**src/sv/cbc_pkg.sv**
```systemverilog
`timescale 1ns / 1ps
// ----------------------------------------------------------------------------
// Cartridge bank controller package
// Shared types, codes and constants for the bank controller front end,
// access queue and back end.
// ----------------------------------------------------------------------------
package cbc_pkg;

    // Mapper type codes held in the configuration register.
    localparam logic [2:0] MAPPER_PLAIN = 3'd0;
    localparam logic [2:0] MAPPER_MBC1  = 3'd1;
    localparam logic [2:0] MAPPER_MBC2  = 3'd2;
    localparam logic [2:0] MAPPER_MBC3  = 3'd3;
    localparam logic [2:0] MAPPER_MBC5  = 3'd4;

    // Result target codes.
    typedef enum logic [2:0] {
        TGT_NONE   = 3'd0,
        TGT_ROM    = 3'd1,
        TGT_RAM_RD = 3'd2,
        TGT_RAM_WR = 3'd3,
        TGT_DIRECT = 3'd4
    } target_t;

    // Access class decided by the front end.
    typedef enum logic [2:0] {
        KIND_NONE,
        KIND_ROM_READ,
        KIND_CTRL_WRITE,
        KIND_WIN_READ,
        KIND_WIN_WRITE
    } kind_t;

    // One classified access as it travels through the queue.
    typedef struct packed {
        kind_t       kind;
        logic [15:0] addr;
        logic [7:0]  data;
    } item_t;

    // Queue status seen by the front and back ends.
    typedef struct packed {
        logic not_empty;
        logic full;
    } queue_status_t;

    // Clock register selects in the MBC3 RAM bank register.
    localparam logic [3:0] CLK_SEL_SEC  = 4'd8;
    localparam logic [3:0] CLK_SEL_MIN  = 4'd9;
    localparam logic [3:0] CLK_SEL_HOUR = 4'd10;
    localparam logic [3:0] CLK_SEL_DAYL = 4'd11;
    localparam logic [3:0] CLK_SEL_DAYH = 4'd12;

    // Low nibble that enables external RAM.
    localparam logic [3:0] RAM_ENABLE_KEY = 4'hA;

    // Reset value of the ROM bank register.
    localparam logic [8:0] ROM_BANK_RESET = 9'd1;

    // Read value when the RAM window is disabled.
    localparam logic [7:0] DISABLED_READ = 8'hFF;

endpackage

```
**src/sv/cbc_in_if.sv**
```systemverilog
`timescale 1ns / 1ps
// ----------------------------------------------------------------------------
// Bank controller access channel
// Carries one CPU bus access per beat from the source to the controller.
// ----------------------------------------------------------------------------
interface cbc_in_if;
    logic        valid;
    logic        ready;
    logic [0:0]  opcode;
    logic [15:0] bus_address;
    logic [7:0]  write_byte_in;

    modport source (output valid, output opcode, output bus_address,
                    output write_byte_in, input ready);
    modport sink (input valid, input opcode, input bus_address,
                  input write_byte_in, output ready);
endinterface

```
**src/sv/cbc_out_if.sv**
```systemverilog
`timescale 1ns / 1ps
// ----------------------------------------------------------------------------
// Bank controller result channel
// Carries one translated access result per beat to the memory side.
// ----------------------------------------------------------------------------
interface cbc_out_if;
    logic        valid;
    logic        ready;
    logic [2:0]  target;
    logic [22:0] memory_address;
    logic [7:0]  data_out;
    logic [0:0]  nibble_only;

    modport source (output valid, output target, output memory_address,
                    output data_out, output nibble_only, input ready);
    modport sink (input valid, input target, input memory_address,
                  input data_out, input nibble_only, output ready);
endinterface

```
**src/sv/cbc_front.sv**
```systemverilog
`timescale 1ns / 1ps
// ----------------------------------------------------------------------------
// Bank controller front end
// Accepts bus access beats and classifies them by address region and
// direction before handing them to the access queue.
// ----------------------------------------------------------------------------
module cbc_front (
    cbc_in_if.sink               in_ch,
    input  cbc_pkg::queue_status_t q_status,
    output logic                 push,
    output cbc_pkg::item_t       push_item
);

    cbc_pkg::kind_t kind;

    // Accept whenever the queue has a free slot.
    assign in_ch.ready = !q_status.full;
    assign push        = in_ch.valid && !q_status.full;

    // Region decode: control and ROM space below 0x8000, RAM window at
    // 0xA000-0xBFFF, everything else is classed as no access (target none).
    always_comb
    begin
        if (!in_ch.bus_address[15]) begin
            kind = in_ch.opcode[0] ? cbc_pkg::KIND_CTRL_WRITE : cbc_pkg::KIND_ROM_READ;
        end else if (in_ch.bus_address[15:13] == 3'b101) begin
            kind = in_ch.opcode[0] ? cbc_pkg::KIND_WIN_WRITE : cbc_pkg::KIND_WIN_READ;
        end else begin
            kind = cbc_pkg::KIND_NONE;
        end
    end

    assign push_item.kind = kind;
    assign push_item.addr = in_ch.bus_address;
    assign push_item.data = in_ch.write_byte_in;

endmodule

```
**src/sv/cbc_queue.sv**
```systemverilog
`timescale 1ns / 1ps
// ----------------------------------------------------------------------------
// Bank controller access queue
// Two-entry queue that decouples the front end from the back end.
// ----------------------------------------------------------------------------
module cbc_queue (
    input  logic                    clk,
    input  logic                    rst_n,
    input  logic                    push,
    input  cbc_pkg::item_t          push_item,
    input  logic                    pop,
    output cbc_pkg::item_t          head_item,
    output cbc_pkg::queue_status_t  status
);

    cbc_pkg::item_t mem_reg [2];
    logic           wr_ptr_reg;
    logic           wr_ptr_next;
    logic           rd_ptr_reg;
    logic           rd_ptr_next;
    logic [1:0]     count_reg;
    logic [1:0]     count_next;

    // Pointer and fill count update.
    always_comb
    begin
        wr_ptr_next = push ? ~wr_ptr_reg : wr_ptr_reg;
        rd_ptr_next = pop ? ~rd_ptr_reg : rd_ptr_reg;
        count_next  = count_reg;
        if (push && !pop) begin
            count_next = count_reg + 2'd1;
        end else if (pop && !push) begin
            count_next = count_reg - 2'd1;
        end
    end

    always_ff @(posedge clk or negedge rst_n)
    begin
        if (!rst_n) begin
            wr_ptr_reg <= 1'b0;
            rd_ptr_reg <= 1'b0;
            count_reg  <= 2'd0;
        end else begin
            wr_ptr_reg <= wr_ptr_next;
            rd_ptr_reg <= rd_ptr_next;
            count_reg  <= count_next;
        end
    end

    // Entry storage.
    always_ff @(posedge clk)
    begin
        if (push) begin
            mem_reg[wr_ptr_reg] <= push_item;
        end
    end

    assign head_item        = mem_reg[rd_ptr_reg];
    assign status.not_empty = (count_reg != 2'd0);
    assign status.full      = count_reg[1];

endmodule

```
**src/sv/cbc_back.sv**
```systemverilog
`timescale 1ns / 1ps
// ----------------------------------------------------------------------------
// Bank controller back end
// Holds the bank, enable, mode and clock registers, carries out each
// queued access and registers its result on the output channel.
// ----------------------------------------------------------------------------
module cbc_back (
    input  logic                   clk,
    input  logic                   rst_n,
    input  logic [2:0]             mapper_type,
    input  cbc_pkg::item_t         head_item,
    input  cbc_pkg::queue_status_t q_status,
    output logic                   pop,
    cbc_out_if.source              out_ch
);

    // Mapper state.
    logic [8:0] rom_bank_reg;
    logic [8:0] rom_bank_next;
    logic [3:0] ram_bank_reg;
    logic [3:0] ram_bank_next;
    logic       ram_enabled_reg;
    logic       ram_enabled_next;
    logic       rom_mode_reg;
    logic       rom_mode_next;
    logic [7:0] clk_sec_reg;
    logic [7:0] clk_sec_next;
    logic [7:0] clk_min_reg;
    logic [7:0] clk_min_next;
    logic [7:0] clk_hour_reg;
    logic [7:0] clk_hour_next;
    logic [8:0] clk_days_reg;
    logic [8:0] clk_days_next;
    logic       clk_halt_reg;
    logic       clk_halt_next;
    logic       clk_carry_reg;
    logic       clk_carry_next;

    // Output stage.
    logic             out_valid_reg;
    cbc_pkg::target_t out_target_reg;
    logic [22:0]      out_addr_reg;
    logic [7:0]       out_data_reg;
    logic             out_nib_reg;

    cbc_pkg::target_t res_target;
    logic [22:0]      res_addr;
    logic [7:0]       res_data;
    logic             res_nib;

    logic [15:0] a;
    logic [7:0]  v;
    logic [22:0] banked_addr;
    logic [22:0] window_off;
    logic [4:0]  mbc1_low;
    logic [6:0]  mbc3_bank;
    logic [6:0]  mbc1_high;
    logic [3:0]  mbc2_bank;
    logic [7:0]  clock_read;

    assign a = head_item.addr;
    assign v = head_item.data;

    // Take the next access when the output stage is free or being drained.
    assign pop = q_status.not_empty && (!out_valid_reg || out_ch.ready);

    // Window addresses: banked by the RAM bank, or the plain offset.
    assign banked_addr = {6'd0, ram_bank_reg, a[12:0]};
    assign window_off  = {10'd0, a[12:0]};

    // Bank values with the zero-bank substitution.
    assign mbc1_low  = (v[4:0] == 5'd0) ? 5'd1 : v[4:0];
    assign mbc3_bank = (v[6:0] == 7'd0) ? 7'd1 : v[6:0];
    assign mbc2_bank = (v[3:0] == 4'd0) ? 4'd1 : v[3:0];

    // MBC1 upper bank bits; banks 0x20, 0x40 and 0x60 step up by one.
    always_comb
    begin
        mbc1_high = {v[1:0], rom_bank_reg[4:0]};
        if (mbc1_high[4:0] == 5'd0 && mbc1_high[6:5] != 2'd0) begin
            mbc1_high = mbc1_high + 7'd1;
        end
    end

    // MBC3 clock register read.
    always_comb
    begin
        unique case (ram_bank_reg)
            cbc_pkg::CLK_SEL_SEC:  clock_read = clk_sec_reg;
            cbc_pkg::CLK_SEL_MIN:  clock_read = clk_min_reg;
            cbc_pkg::CLK_SEL_HOUR: clock_read = clk_hour_reg;
            cbc_pkg::CLK_SEL_DAYL: clock_read = clk_days_reg[7:0];
            cbc_pkg::CLK_SEL_DAYH:
                clock_read = {clk_carry_reg, clk_halt_reg, 5'd0, clk_days_reg[8]};
            default:               clock_read = 8'd0;
        endcase
    end

    // Carry out one access: result fields and next state.
    always_comb
    begin
        res_target       = cbc_pkg::TGT_NONE;
        res_addr         = 23'd0;
        res_data         = 8'd0;
        res_nib          = 1'b0;
        rom_bank_next    = rom_bank_reg;
        ram_bank_next    = ram_bank_reg;
        ram_enabled_next = ram_enabled_reg;
        rom_mode_next    = rom_mode_reg;
        clk_sec_next     = clk_sec_reg;
        clk_min_next     = clk_min_reg;
        clk_hour_next    = clk_hour_reg;
        clk_days_next    = clk_days_reg;
        clk_halt_next    = clk_halt_reg;
        clk_carry_next   = clk_carry_reg;

        case (head_item.kind)
            cbc_pkg::KIND_ROM_READ:
            begin
                res_target = cbc_pkg::TGT_ROM;
                res_addr   = a[14] ? {rom_bank_reg, a[13:0]} : {7'd0, a};
            end

            cbc_pkg::KIND_CTRL_WRITE:
            begin
                if (mapper_type == cbc_pkg::MAPPER_MBC2) begin
                    // Address bit 8 picks the enable or the ROM bank register.
                    if (!a[14]) begin
                        if (!a[8]) begin
                            ram_enabled_next = (v[3:0] == cbc_pkg::RAM_ENABLE_KEY);
                        end else begin
                            rom_bank_next = {5'd0, mbc2_bank};
                        end
                    end
                end else if (mapper_type == cbc_pkg::MAPPER_MBC1 ||
                             mapper_type == cbc_pkg::MAPPER_MBC3 ||
                             mapper_type == cbc_pkg::MAPPER_MBC5) begin
                    unique case (a[14:13])
                        2'd0: ram_enabled_next = (v[3:0] == cbc_pkg::RAM_ENABLE_KEY);
                        2'd1:
                        begin
                            if (mapper_type == cbc_pkg::MAPPER_MBC1) begin
                                rom_bank_next = {2'd0, rom_bank_reg[6:5], mbc1_low};
                            end else if (mapper_type == cbc_pkg::MAPPER_MBC3) begin
                                rom_bank_next = {2'd0, mbc3_bank};
                            end else if (!a[12]) begin
                                rom_bank_next = {rom_bank_reg[8], v};
                            end else begin
                                rom_bank_next = {v[0], rom_bank_reg[7:0]};
                            end
                        end
                        2'd2:
                        begin
                            if (mapper_type == cbc_pkg::MAPPER_MBC1) begin
                                if (rom_mode_reg) begin
                                    rom_bank_next = {2'd0, mbc1_high};
                                end else begin
                                    ram_bank_next = {2'd0, v[1:0]};
                                end
                            end else begin
                                ram_bank_next = v[3:0];
                            end
                        end
                        default:
                        begin
                            if (mapper_type == cbc_pkg::MAPPER_MBC1) begin
                                rom_mode_next = !v[0];
                            end
                        end
                    endcase
                end
            end

            cbc_pkg::KIND_WIN_READ,
            cbc_pkg::KIND_WIN_WRITE:
            begin
                if (!ram_enabled_reg) begin
                    // Disabled RAM reads as all ones; writes are dropped.
                    if (head_item.kind == cbc_pkg::KIND_WIN_READ) begin
                        res_target = cbc_pkg::TGT_DIRECT;
                        res_data   = cbc_pkg::DISABLED_READ;
                    end
                end else if (mapper_type == cbc_pkg::MAPPER_MBC1 ||
                             mapper_type == cbc_pkg::MAPPER_MBC5 ||
                             (mapper_type == cbc_pkg::MAPPER_MBC3 &&
                              ram_bank_reg[3:2] == 2'd0)) begin
                    res_addr = banked_addr;
                    if (head_item.kind == cbc_pkg::KIND_WIN_WRITE) begin
                        res_target = cbc_pkg::TGT_RAM_WR;
                        res_data   = v;
                    end else begin
                        res_target = cbc_pkg::TGT_RAM_RD;
                    end
                end else if (mapper_type == cbc_pkg::MAPPER_MBC3) begin
                    // Clock registers and unmapped banks.
                    if (head_item.kind == cbc_pkg::KIND_WIN_WRITE) begin
                        unique case (ram_bank_reg)
                            cbc_pkg::CLK_SEL_SEC:  clk_sec_next = v;
                            cbc_pkg::CLK_SEL_MIN:  clk_min_next = v;
                            cbc_pkg::CLK_SEL_HOUR: clk_hour_next = v;
                            cbc_pkg::CLK_SEL_DAYL: clk_days_next = {clk_days_reg[8], v};
                            cbc_pkg::CLK_SEL_DAYH:
                            begin
                                clk_days_next  = {v[0], clk_days_reg[7:0]};
                                clk_halt_next  = v[6];
                                clk_carry_next = v[7];
                            end
                            default: ;
                        endcase
                    end else begin
                        res_target = cbc_pkg::TGT_DIRECT;
                        res_data   = clock_read;
                    end
                end else if (mapper_type == cbc_pkg::MAPPER_MBC2) begin
                    // 512 nibbles; above them reads give zero.
                    if (a[12:9] == 4'd0) begin
                        res_addr = window_off;
                        if (head_item.kind == cbc_pkg::KIND_WIN_WRITE) begin
                            res_target = cbc_pkg::TGT_RAM_WR;
                            res_data   = {4'd0, v[3:0]};
                        end else begin
                            res_target = cbc_pkg::TGT_RAM_RD;
                            res_nib    = 1'b1;
                        end
                    end else if (head_item.kind == cbc_pkg::KIND_WIN_READ) begin
                        res_target = cbc_pkg::TGT_DIRECT;
                    end
                end else begin
                    // Unbanked window for plain ROM and unknown types.
                    res_addr = window_off;
                    if (head_item.kind == cbc_pkg::KIND_WIN_WRITE) begin
                        res_target = cbc_pkg::TGT_RAM_WR;
                        res_data   = v;
                    end else begin
                        res_target = cbc_pkg::TGT_RAM_RD;
                    end
                end
            end

            default: ;
        endcase
    end

    // State registers advance only when an access is carried out.
    always_ff @(posedge clk or negedge rst_n)
    begin
        if (!rst_n) begin
            rom_bank_reg    <= cbc_pkg::ROM_BANK_RESET;
            ram_bank_reg    <= 4'd0;
            ram_enabled_reg <= 1'b0;
            rom_mode_reg    <= 1'b1;
            clk_sec_reg     <= 8'd0;
            clk_min_reg     <= 8'd0;
            clk_hour_reg    <= 8'd0;
            clk_days_reg    <= 9'd0;
            clk_halt_reg    <= 1'b0;
            clk_carry_reg   <= 1'b0;
        end else if (pop) begin
            rom_bank_reg    <= rom_bank_next;
            ram_bank_reg    <= ram_bank_next;
            ram_enabled_reg <= ram_enabled_next;
            rom_mode_reg    <= rom_mode_next;
            clk_sec_reg     <= clk_sec_next;
            clk_min_reg     <= clk_min_next;
            clk_hour_reg    <= clk_hour_next;
            clk_days_reg    <= clk_days_next;
            clk_halt_reg    <= clk_halt_next;
            clk_carry_reg   <= clk_carry_next;
        end
    end

    // Output valid flag.
    always_ff @(posedge clk or negedge rst_n)
    begin
        if (!rst_n) begin
            out_valid_reg <= 1'b0;
        end else if (pop) begin
            out_valid_reg <= 1'b1;
        end else if (out_ch.ready) begin
            out_valid_reg <= 1'b0;
        end
    end

    // Output payload.
    always_ff @(posedge clk)
    begin
        if (pop) begin
            out_target_reg <= res_target;
            out_addr_reg   <= res_addr;
            out_data_reg   <= res_data;
            out_nib_reg    <= res_nib;
        end
    end

    assign out_ch.valid          = out_valid_reg;
    assign out_ch.target         = out_target_reg;
    assign out_ch.memory_address = out_addr_reg;
    assign out_ch.data_out       = out_data_reg;
    assign out_ch.nibble_only    = out_nib_reg;

endmodule

```
**src/sv/cartridge_bank_controller_unit.sv**
```systemverilog
`timescale 1ns / 1ps
// ----------------------------------------------------------------------------
// Cartridge bank controller
// Maps CPU bus accesses to the cartridge space onto ROM and RAM addresses
// for plain ROM, MBC1, MBC2, MBC3 and MBC5 cartridges.
// ----------------------------------------------------------------------------
// Usage:
// The access channel takes one bus access per beat (opcode, address, write
// byte). Every access produces exactly one beat on the result channel, in
// order: a ROM or RAM address, a RAM write with its data, a direct read
// value, or a target of none. The mapper type is written through
// cfg_write_en and cfg_write_data while no access is in flight.
// An accepted access beat is written into the queue, then its result is
// registered in the output stage that drives the result channel.
// Throughput is one access per cycle while the result channel does not stall,
// set by the single back-end stage that updates the bank registers.
// A two-entry queue sits between the front-end decode and the back end,
// and a registered output stage holds a result while the receiver stalls;
// the access channel keeps accepting until the queue is full.
// Reset clears the queue and output stage, selects plain ROM, sets the ROM
// bank to one with ROM banking mode, disables RAM and zeroes the clock.
// ----------------------------------------------------------------------------
module cartridge_bank_controller_unit (
    input  logic       clk,
    input  logic       rst_n,
    input  logic       cfg_write_en,
    input  logic [2:0] cfg_write_data,
    cbc_in_if.sink     in_ch,
    cbc_out_if.source  out_ch
);

    logic [2:0]             mapper_type_reg;
    logic                   push;
    logic                   pop;
    cbc_pkg::item_t         push_item;
    cbc_pkg::item_t         head_item;
    cbc_pkg::queue_status_t q_status;

    // Mapper type register.
    always_ff @(posedge clk or negedge rst_n)
    begin
        if (!rst_n)
        begin
            mapper_type_reg <= cbc_pkg::MAPPER_PLAIN;
        end
        else if (cfg_write_en)
        begin
            mapper_type_reg <= cfg_write_data;
        end
    end

    cbc_front u_front (
        .in_ch     (in_ch),
        .q_status  (q_status),
        .push      (push),
        .push_item (push_item)
    );

    cbc_queue u_queue (
        .clk       (clk),
        .rst_n     (rst_n),
        .push      (push),
        .push_item (push_item),
        .pop       (pop),
        .head_item (head_item),
        .status    (q_status)
    );

    cbc_back u_back (
        .clk         (clk),
        .rst_n       (rst_n),
        .mapper_type (mapper_type_reg),
        .head_item   (head_item),
        .q_status    (q_status),
        .pop         (pop),
        .out_ch      (out_ch)
    );

endmodule

```
**src/flat_wrapper.sv**
```systemverilog
// flat-port wrapper written by rule: the top's interface ports become plain ports
module cartridge_bank_controller_unit_flat 
  (clk, rst_n, cfg_write_en, cfg_write_data, in_ch_valid, in_ch_opcode, in_ch_bus_address, in_ch_write_byte_in, in_ch_ready, out_ch_valid, out_ch_target, out_ch_memory_address, out_ch_data_out, out_ch_nibble_only, out_ch_ready);
  cbc_in_if in_ch_i ();
  cbc_out_if out_ch_i ();
  input  logic clk;
  input  logic rst_n;
  input  logic cfg_write_en;
  input  logic [2:0] cfg_write_data;
  input wire logic [$bits(in_ch_i.valid)-1:0] in_ch_valid;
  input wire logic [$bits(in_ch_i.opcode)-1:0] in_ch_opcode;
  input wire logic [$bits(in_ch_i.bus_address)-1:0] in_ch_bus_address;
  input wire logic [$bits(in_ch_i.write_byte_in)-1:0] in_ch_write_byte_in;
  output wire logic [$bits(in_ch_i.ready)-1:0] in_ch_ready;
  output wire logic [$bits(out_ch_i.valid)-1:0] out_ch_valid;
  output wire logic [$bits(out_ch_i.target)-1:0] out_ch_target;
  output wire logic [$bits(out_ch_i.memory_address)-1:0] out_ch_memory_address;
  output wire logic [$bits(out_ch_i.data_out)-1:0] out_ch_data_out;
  output wire logic [$bits(out_ch_i.nibble_only)-1:0] out_ch_nibble_only;
  input wire logic [$bits(out_ch_i.ready)-1:0] out_ch_ready;
  assign in_ch_i.valid = in_ch_valid;
  assign in_ch_i.opcode = in_ch_opcode;
  assign in_ch_i.bus_address = in_ch_bus_address;
  assign in_ch_i.write_byte_in = in_ch_write_byte_in;
  assign in_ch_ready = in_ch_i.ready;
  assign out_ch_valid = out_ch_i.valid;
  assign out_ch_target = out_ch_i.target;
  assign out_ch_memory_address = out_ch_i.memory_address;
  assign out_ch_data_out = out_ch_i.data_out;
  assign out_ch_nibble_only = out_ch_i.nibble_only;
  assign out_ch_i.ready = out_ch_ready;
  cartridge_bank_controller_unit u_core (.clk(clk), .rst_n(rst_n), .cfg_write_en(cfg_write_en), .cfg_write_data(cfg_write_data), .in_ch(in_ch_i), .out_ch(out_ch_i));
endmodule
```
**config.mk**
```make
export PLATFORM = sky130hd
export DESIGN_NAME = cartridge_bank_controller_unit_flat
export DESIGN_NICKNAME = d
export VERILOG_FILES = /design/src/sv/cbc_pkg.sv /design/src/sv/cbc_in_if.sv /design/src/sv/cbc_out_if.sv /design/src/sv/cbc_front.sv /design/src/sv/cbc_queue.sv /design/src/sv/cbc_back.sv /design/src/sv/cartridge_bank_controller_unit.sv /design/src/flat_wrapper.sv
export SDC_FILE = /design/constraint.sdc
export NUM_CORES = 1
export LEC_CHECK = 0
export BUFFER_PORTS_ARGS = -buffer_cell sky130_fd_sc_hd__buf_2
export CORE_AREA = 5 5 113 115
export CTS_BUF_LIST = sky130_fd_sc_hd__clkbuf_8 sky130_fd_sc_hd__clkbuf_16
export CTS_CLUSTER_SIZE = 25
export DETAILED_ROUTE_END_ITERATION = 12
export DIE_AREA = 0 0 118 120
export PLACE_DENSITY = 0.79
export SYNTH_ARGS = -nofsm -noshare
export SYNTH_HDL_FRONTEND = slang
export SYNTH_SLANG_ARGS = --single-unit
```
**constraint.sdc**
```tcl
create_clock -name clk -period 2.7 [get_ports clk]
set_clock_uncertainty 0.1 [all_clocks]
set_input_delay 0.54 -clock clk [delete_from_list [all_inputs] [get_ports clk]]
set_output_delay 0.54 -clock clk [all_outputs]
set_load 0.005 [all_outputs]
```
# == Yosys cells after proc, flatten, opt, wreduce, memory -nomap -nowiden ==
# Memory sizes are Yosys's and may differ from the RTL's.
# Cells that the tools add are included.
# totals
mem_count,1
elab_cells,170
ram_bits,54
out_inout_bits,37
input_bits,33
ff_bits,93
# classes
n_mux,59
eq_ne,28
n_reduce_logical,46
bitwise_logic,10
n_addsub,3
# memory_table
memory,words,width,read_ports,rd_clocked_by_memory_dff,write_ports,line_no,rtl
u_core.u_queue.mem_reg,2,27,1,0,1,cbc_queue.sv:16,cbc_pkg::item_t mem_reg [2];
# op_table
op,count
two-way mux 23 bit,5
two-way mux 9 bit,9
two-way mux 8 bit,7
case mux 23 bit (2 select lines),1
case mux 8 bit (5 select lines),1
case mux 9 bit (2 select lines),2
two-way mux 3 bit,10
AND reduction 7 bit,4
== test 4 bit (second input constant),6
two-way mux 4 bit,5
AND reduction 10 bit,2
AND reduction 6 bit,3
AND reduction 9 bit,2
AND reduction 8 bit,2
two-way mux 7 bit,2
two-way mux 13 bit,1
== test 3 x 2 -> 1 bit (second input constant),4
inequality test 3 bit (second input constant),4
nonzero test 2 bit,6
two-way mux 1 bit,11
zero test 5 bit,2
inequality test 5 bit (second input constant),2
NOT 1 bit,10
== test 3 bit (second input constant),3
21 further kinds,42

# == Longest topological paths before layout ==
# An unclocked memory read counts as a cell.
# depth
word_depth,9
depth_mapped,9
mapped_depth_nobuf,6

# == Cells and area by module ==
# From an unflattened synthesis, not the netlist that was laid out.
# unflattened
cells_unflattened,497
area_unflattened_um2,6871.6
# modules_own_cells
mod,seq_area_each_um2,cells_each,area_per_inst_um2,n_inst
cbc_back,2329.7,358,4286.6,1
cbc_queue,1721.7,100,2238.4,1
cbc_front,0.0,33,237.7,1
cartridge_bank_controller_unit,75.1,6,108.9,1

# == Least setup slack after synthesis ==
# Ideal clock, no wire load.
# synth_path
path_type,input to register
startpoint,input port in_ch_valid
endpoint,"memory u_core.u_queue.mem_reg[0][0] (netlist name), enable pin"
path_buffers,0
arrival_ps,2046
setup_time_ps,414
t_required_ps,2186
setup_slack_ps,140
cell_stages,2
cell_sequence,nor2b_1 -> nor2b_1
# synth_between
elab_chain_len,3
# synth_rtl
element,line_no,rtl
"start, declared",flat_wrapper.sv:10,input wire logic [$bits(in_ch_i.valid)-1:0] in_ch_valid;
logical AND 1 bit,cbc_front.sv:18,assign push = in_ch.valid && !q_status.full;
two-way mux 1 bit,cbc_queue.sv:53,if (push) begin
two-way mux 1 bit (implied by the code),cbc_queue.sv:54,mem_reg[wr_ptr_reg] <= push_item;
"end, declared",cbc_queue.sv:16,
# No other way between the ends.

# == Worst setup path after layout ==
# layout_path
startpoint,register u_core.u_queue.rd_ptr_reg
endpoint,register u_core.u_back.out_addr_reg[9] (netlist: u_core.u_back.out_ch.memory_address[9]) (data pin)
# layout_between
elab_chain_len,8
elab_cells_between_ends,13
classes_between,eq/ne: 3; mux: 7; reduce/logical: 2; memory: 1
# layout_rtl
element,line_no,rtl
"start, declared",cbc_queue.sv:19,logic rd_ptr_reg;
"start signal, assigned",cbc_queue.sv:45,rd_ptr_reg <= rd_ptr_next;
memory read (2 x 27 bit) (*),n/a,
zero test 4 bit,cbc_back.sv:216,if (a[12:9] == 4'd0) begin
two-way mux 13 bit,cbc_back.sv:216,
two-way mux 23 bit,cbc_back.sv:214,end else if (mapper_type == cbc_pkg::MAPPER_MBC2) begin
two-way mux 23 bit,cbc_back.sv:194,end else if (mapper_type == cbc_pkg::MAPPER_MBC3) begin
two-way mux 23 bit,cbc_back.sv:183,end else if (mapper_type == cbc_pkg::MAPPER_MBC1 ||
two-way mux 23 bit,cbc_back.sv:177,if (!ram_enabled_reg) begin
case mux 23 bit (2 select lines) (*),cbc_back.sv:117,case (head_item.kind)
net u_core.u_back.res_addr[9],cbc_back.sv:47,logic [22:0] res_addr;
"end signal, assigned",cbc_back.sv:289,out_addr_reg <= res_addr;
"end, declared",cbc_back.sv:42,logic [22:0] out_addr_reg;
# Mark *: on every way through the listed nets, which the timed path passes. The rest lies on a longest branch.
# A chain may end at the register's enable or synchronous reset.

==> metrics.md <==
| Metric | Value |
|---|---|
| Synth top cells by count | edfxtp_1, dfrtp_1, mux2_2, nor2_1, nand2_1 |
| Global-route usage over all layers | between 20% and 30% |
| Critical Path Sink | u_core.u_back.out_ch.memory_address[9] |
| Pins over their slew limit | 0 |
| Power Density | a little under 1000 mW/mm² |
| Most common cell in the netlist | edfxtp_1 |
| Gr ovfl total | 0 |
| Slew headroom | a little over half |
| CP max stage delay | approximately 690 ps |
| Synth area leader | edfxtp_1 |
| EDFF count, synth | 89 |
| Max Cap Violations | 0 |
| RR Endpoint | u_core.u_back.out_ch.memory_address[9] |
| Vias/cell | roughly 6 |
| Antenna Diode Count | 0 |
| Top post-synthesis cells by area | edfxtp_1, dfrtp_1, mux2_2 |
| RSZ-0062 raised after global routing | yes |
| CP Capture Type | flip-flop |
| Measured slew at the worst slew-check pin | slightly above 700 ps |
| H-tree Lvls | 4 |
| Clk slew on worst S/H paths | roughly 60 ps |
| Starting Density | about 57% |
| #FFs+latches synth | 147 |
| Clock Tree Root | clkbuf_16 |
| Crit path launch | u_core.u_queue.rd_ptr_reg |
| Worst R2R Start | u_core.u_queue.rd_ptr_reg |
| Area growth syn-to-layout | 18.49% |
| CTS tree | yes |
| Crit-path max FO | 27 |
| Routed WL | approximately 15 mm |
| Die area | between 0.01 and 0.015 mm² |
| Final Hold Vio Count | 0 |
| Final period utilization | a little over nine tenths |
| CP required | around 2800 ps |
| Skew-Pair Late Insertion Delay | 420 ps |
| IO Count | 70 |
| Die width | 118 µm |
| Main synth FF type | edfxtp_1 |
| Cell family with the largest share of critical-path delay | compound AO/OA/AOI/OAI gates |
| Via count | approximately 4500 |
| Mapped Area | 0.006711 mm² |
| Dpl hpwl | 10.86 mm |
| Final WS setup | 171.0 ps |
| # DRC | 0 |
| Longest Clk Path Bufs | 2 |
| DR WL/cell | ~20 µm |
| Nets | 627 |
| Syn. warnings | 0 |
| CTS Hold Bufs | 0 |
| Synth cell types | between 60 and 70 |
| Port Buffer Count | 69 |
| Post-CTS resize count | 0 |
| Drt first pass iters | 4 |
| Total CTS buffers | 17 |
| Hold slack | 28.19 ps |
| Global-route wire length before repair | approximately 24 mm |
| Share of synthesized registers carrying an async set or reset | between 30% and 40% |
| Largest net degree at the start of global routing | 41 |
| Levels on crit path | 6 |
| FP Rows | 40 |
| R2r setup slk | 170 ps |
| Vias in the first global route | between 4000 and 5000 |
| Share of layout cells above drive strength 1 | 33.44% |
| Cell chain of the critical path | mux2i_1 > buf_4 > nand3_1 > a21boi_0 > a31oi_1 > nor2_1 |
| Crit start category | flip-flop |
| Seq/Total Area, Yosys | between 60% and 70% |
| Final min period | about 2500 ps |
| Slowest CP cell | dfrtp_2 |
| Syn Area/Cell | 13.59 µm² |
| Core Area | 0.01171 mm² |
| RePlAce Congestion | around 0.94 |
| Share of Yosys cell area claimed by the top area cell type | ~40% |
| Outcome | complete, no violations |
| VDD IR max | between 500 and 600 µV |
| Mapped Cells | ~490 |
| Bufs and invs on worst path | 1 |
| Critical path class | reg -> reg |
| Vert. Die Dim | between 100 and 150 µm |
| Fmax achieved | ~0.40 GHz |
| Post-CTS setup buffer count | 0 |
| Setup WS pre-CTS | between 100 and 150 ps |
| Final setup violation count | 0 |
| First DRT Iteration DRCs | 425 |
| Post-DRT Antenna Nets | 0 |
| Clk sinks | between 100 and 150 |
| Max reg flops | 54 |
| CP Data Arrival Time | roughly 2600 ps |
| Initial antenna violation count | 0 |
| Synthesized net count | 530 |
| Min-Delay Path Class | in -> async |
| Reg2reg path depth | 6 |
| Pleak | around 3.4 nW |
## layer usage
metal	vias to the layer above	routed length [µm]	global-route usage (%)	part of all wire (%)
met5	-	0	0	0
li1	2070	-	-	-
met4	0	383	9.821	2.5
met1	2206	6305	28.87	41
met3	33	938	5.419	6.2
met2	153	7580	35.96	50
## logic make-up (layout without fill, tap and decap cells)
logic type / count (synthesis) / after routing / share of synthesized area (%)
adder cells (fa/ha/maj): 3 / 3 / 0.5593
AND/OR/NAND/NOR: 148 / 148 / 12.55
multiplexers: 83 / 83 / 14.82
AO/OA/AOI/OAI: 80 / 80 / 7.979
XOR/XNOR: 5 / 5 / 0.6526
buffers and inverters: 28 / 138 / 1.958
flip-flops: 147 / 147 / 61.48
## worst min path at each step
stage	startpoint	to	slack, ps
floorplan	rst_n	u_core.mapper_type_reg[0]	140
global placement	u_core.u_back.clk_sec_reg[0]	u_core.u_back.clk_sec_reg[0]	360
detailed placement	u_core.u_back.clk_sec_reg[0]	u_core.u_back.clk_sec_reg[0]	370
CTS	rst_n	u_core.u_back.rom_bank_reg[7]	30
global route	rst_n	u_core.u_queue.rd_ptr_reg	50
finish	rst_n	u_core.mapper_type_reg[2]	30
## placed cells by master, fill, tap and decap left out, types with 3 or more instances in the layout
master,instances
nor2_1,44
nor2b_1,6
o21bai_1,3
xnor2_1,3
o211ai_1,3
mux2i_1,24
and3_1,4
o21ai_0,24
nor4_1,4
clkbuf_16,17
clkinv_4,3
dfrtp_1,55
ha_1,3
nand4_1,6
buf_2,69
mux2_2,47
mux2_1,4
a31oi_1,4
edfxtp_1,89
o31ai_1,3
nand2_1,27
nor3b_1,3
inv_1,11
and2_1,8
nand2b_1,7
nor3_1,5
or2_2,3
clkinv_2,4
a22o_1,3
nand3_1,10
mux4_2,8
a21oi_1,17
buf_4,26
## stage by stage
step | TNS [ps] | cells | area, µm² | utilization, % | total power [mW]
floorplan | 0 | 494 | 6711 | - | 4.536
global placement | 0 | 719 | 7366 | 62.90 | 5.308
detailed placement | 0 | 719 | 7366 | 62.90 | 5.387
CTS | 0 | 751 | 7934 | 67.75 | 7.635
global route | -27.06 | 751 | 7953 | 67.91 | 7.994
finish | 0 | 751 | 7953 | 67.91 | 7.639
## final cells by class
| type | count | area, µm² |
|---|---|---|
| clock inverters | 15 | 142.6 |
| fillers | 839 | 3759 |
| well taps | 147 | 183.9 |
| inverters | 10 | 37.54 |
| repair buffers | 96 | 560.5 |
| flip-flops and latches | 147 | 4128 |
| multi-input cells | 319 | 2475 |
| clock buffers | 17 | 425.4 |
## power breakdown
| part | switching (mW) | internal (mW) | leakage [nW] | total [mW] |
|---|---|---|---|---|
| Clock | 0.900 | 1.35 | 0.283 | 2.25 |
| Sequential | 0.289 | 2.95 | 1.63 | 3.24 |
| Combinational | 1.29 | 0.857 | 1.50 | 2.15 |
No activity file was read; power rests on OpenSTA's default activity.
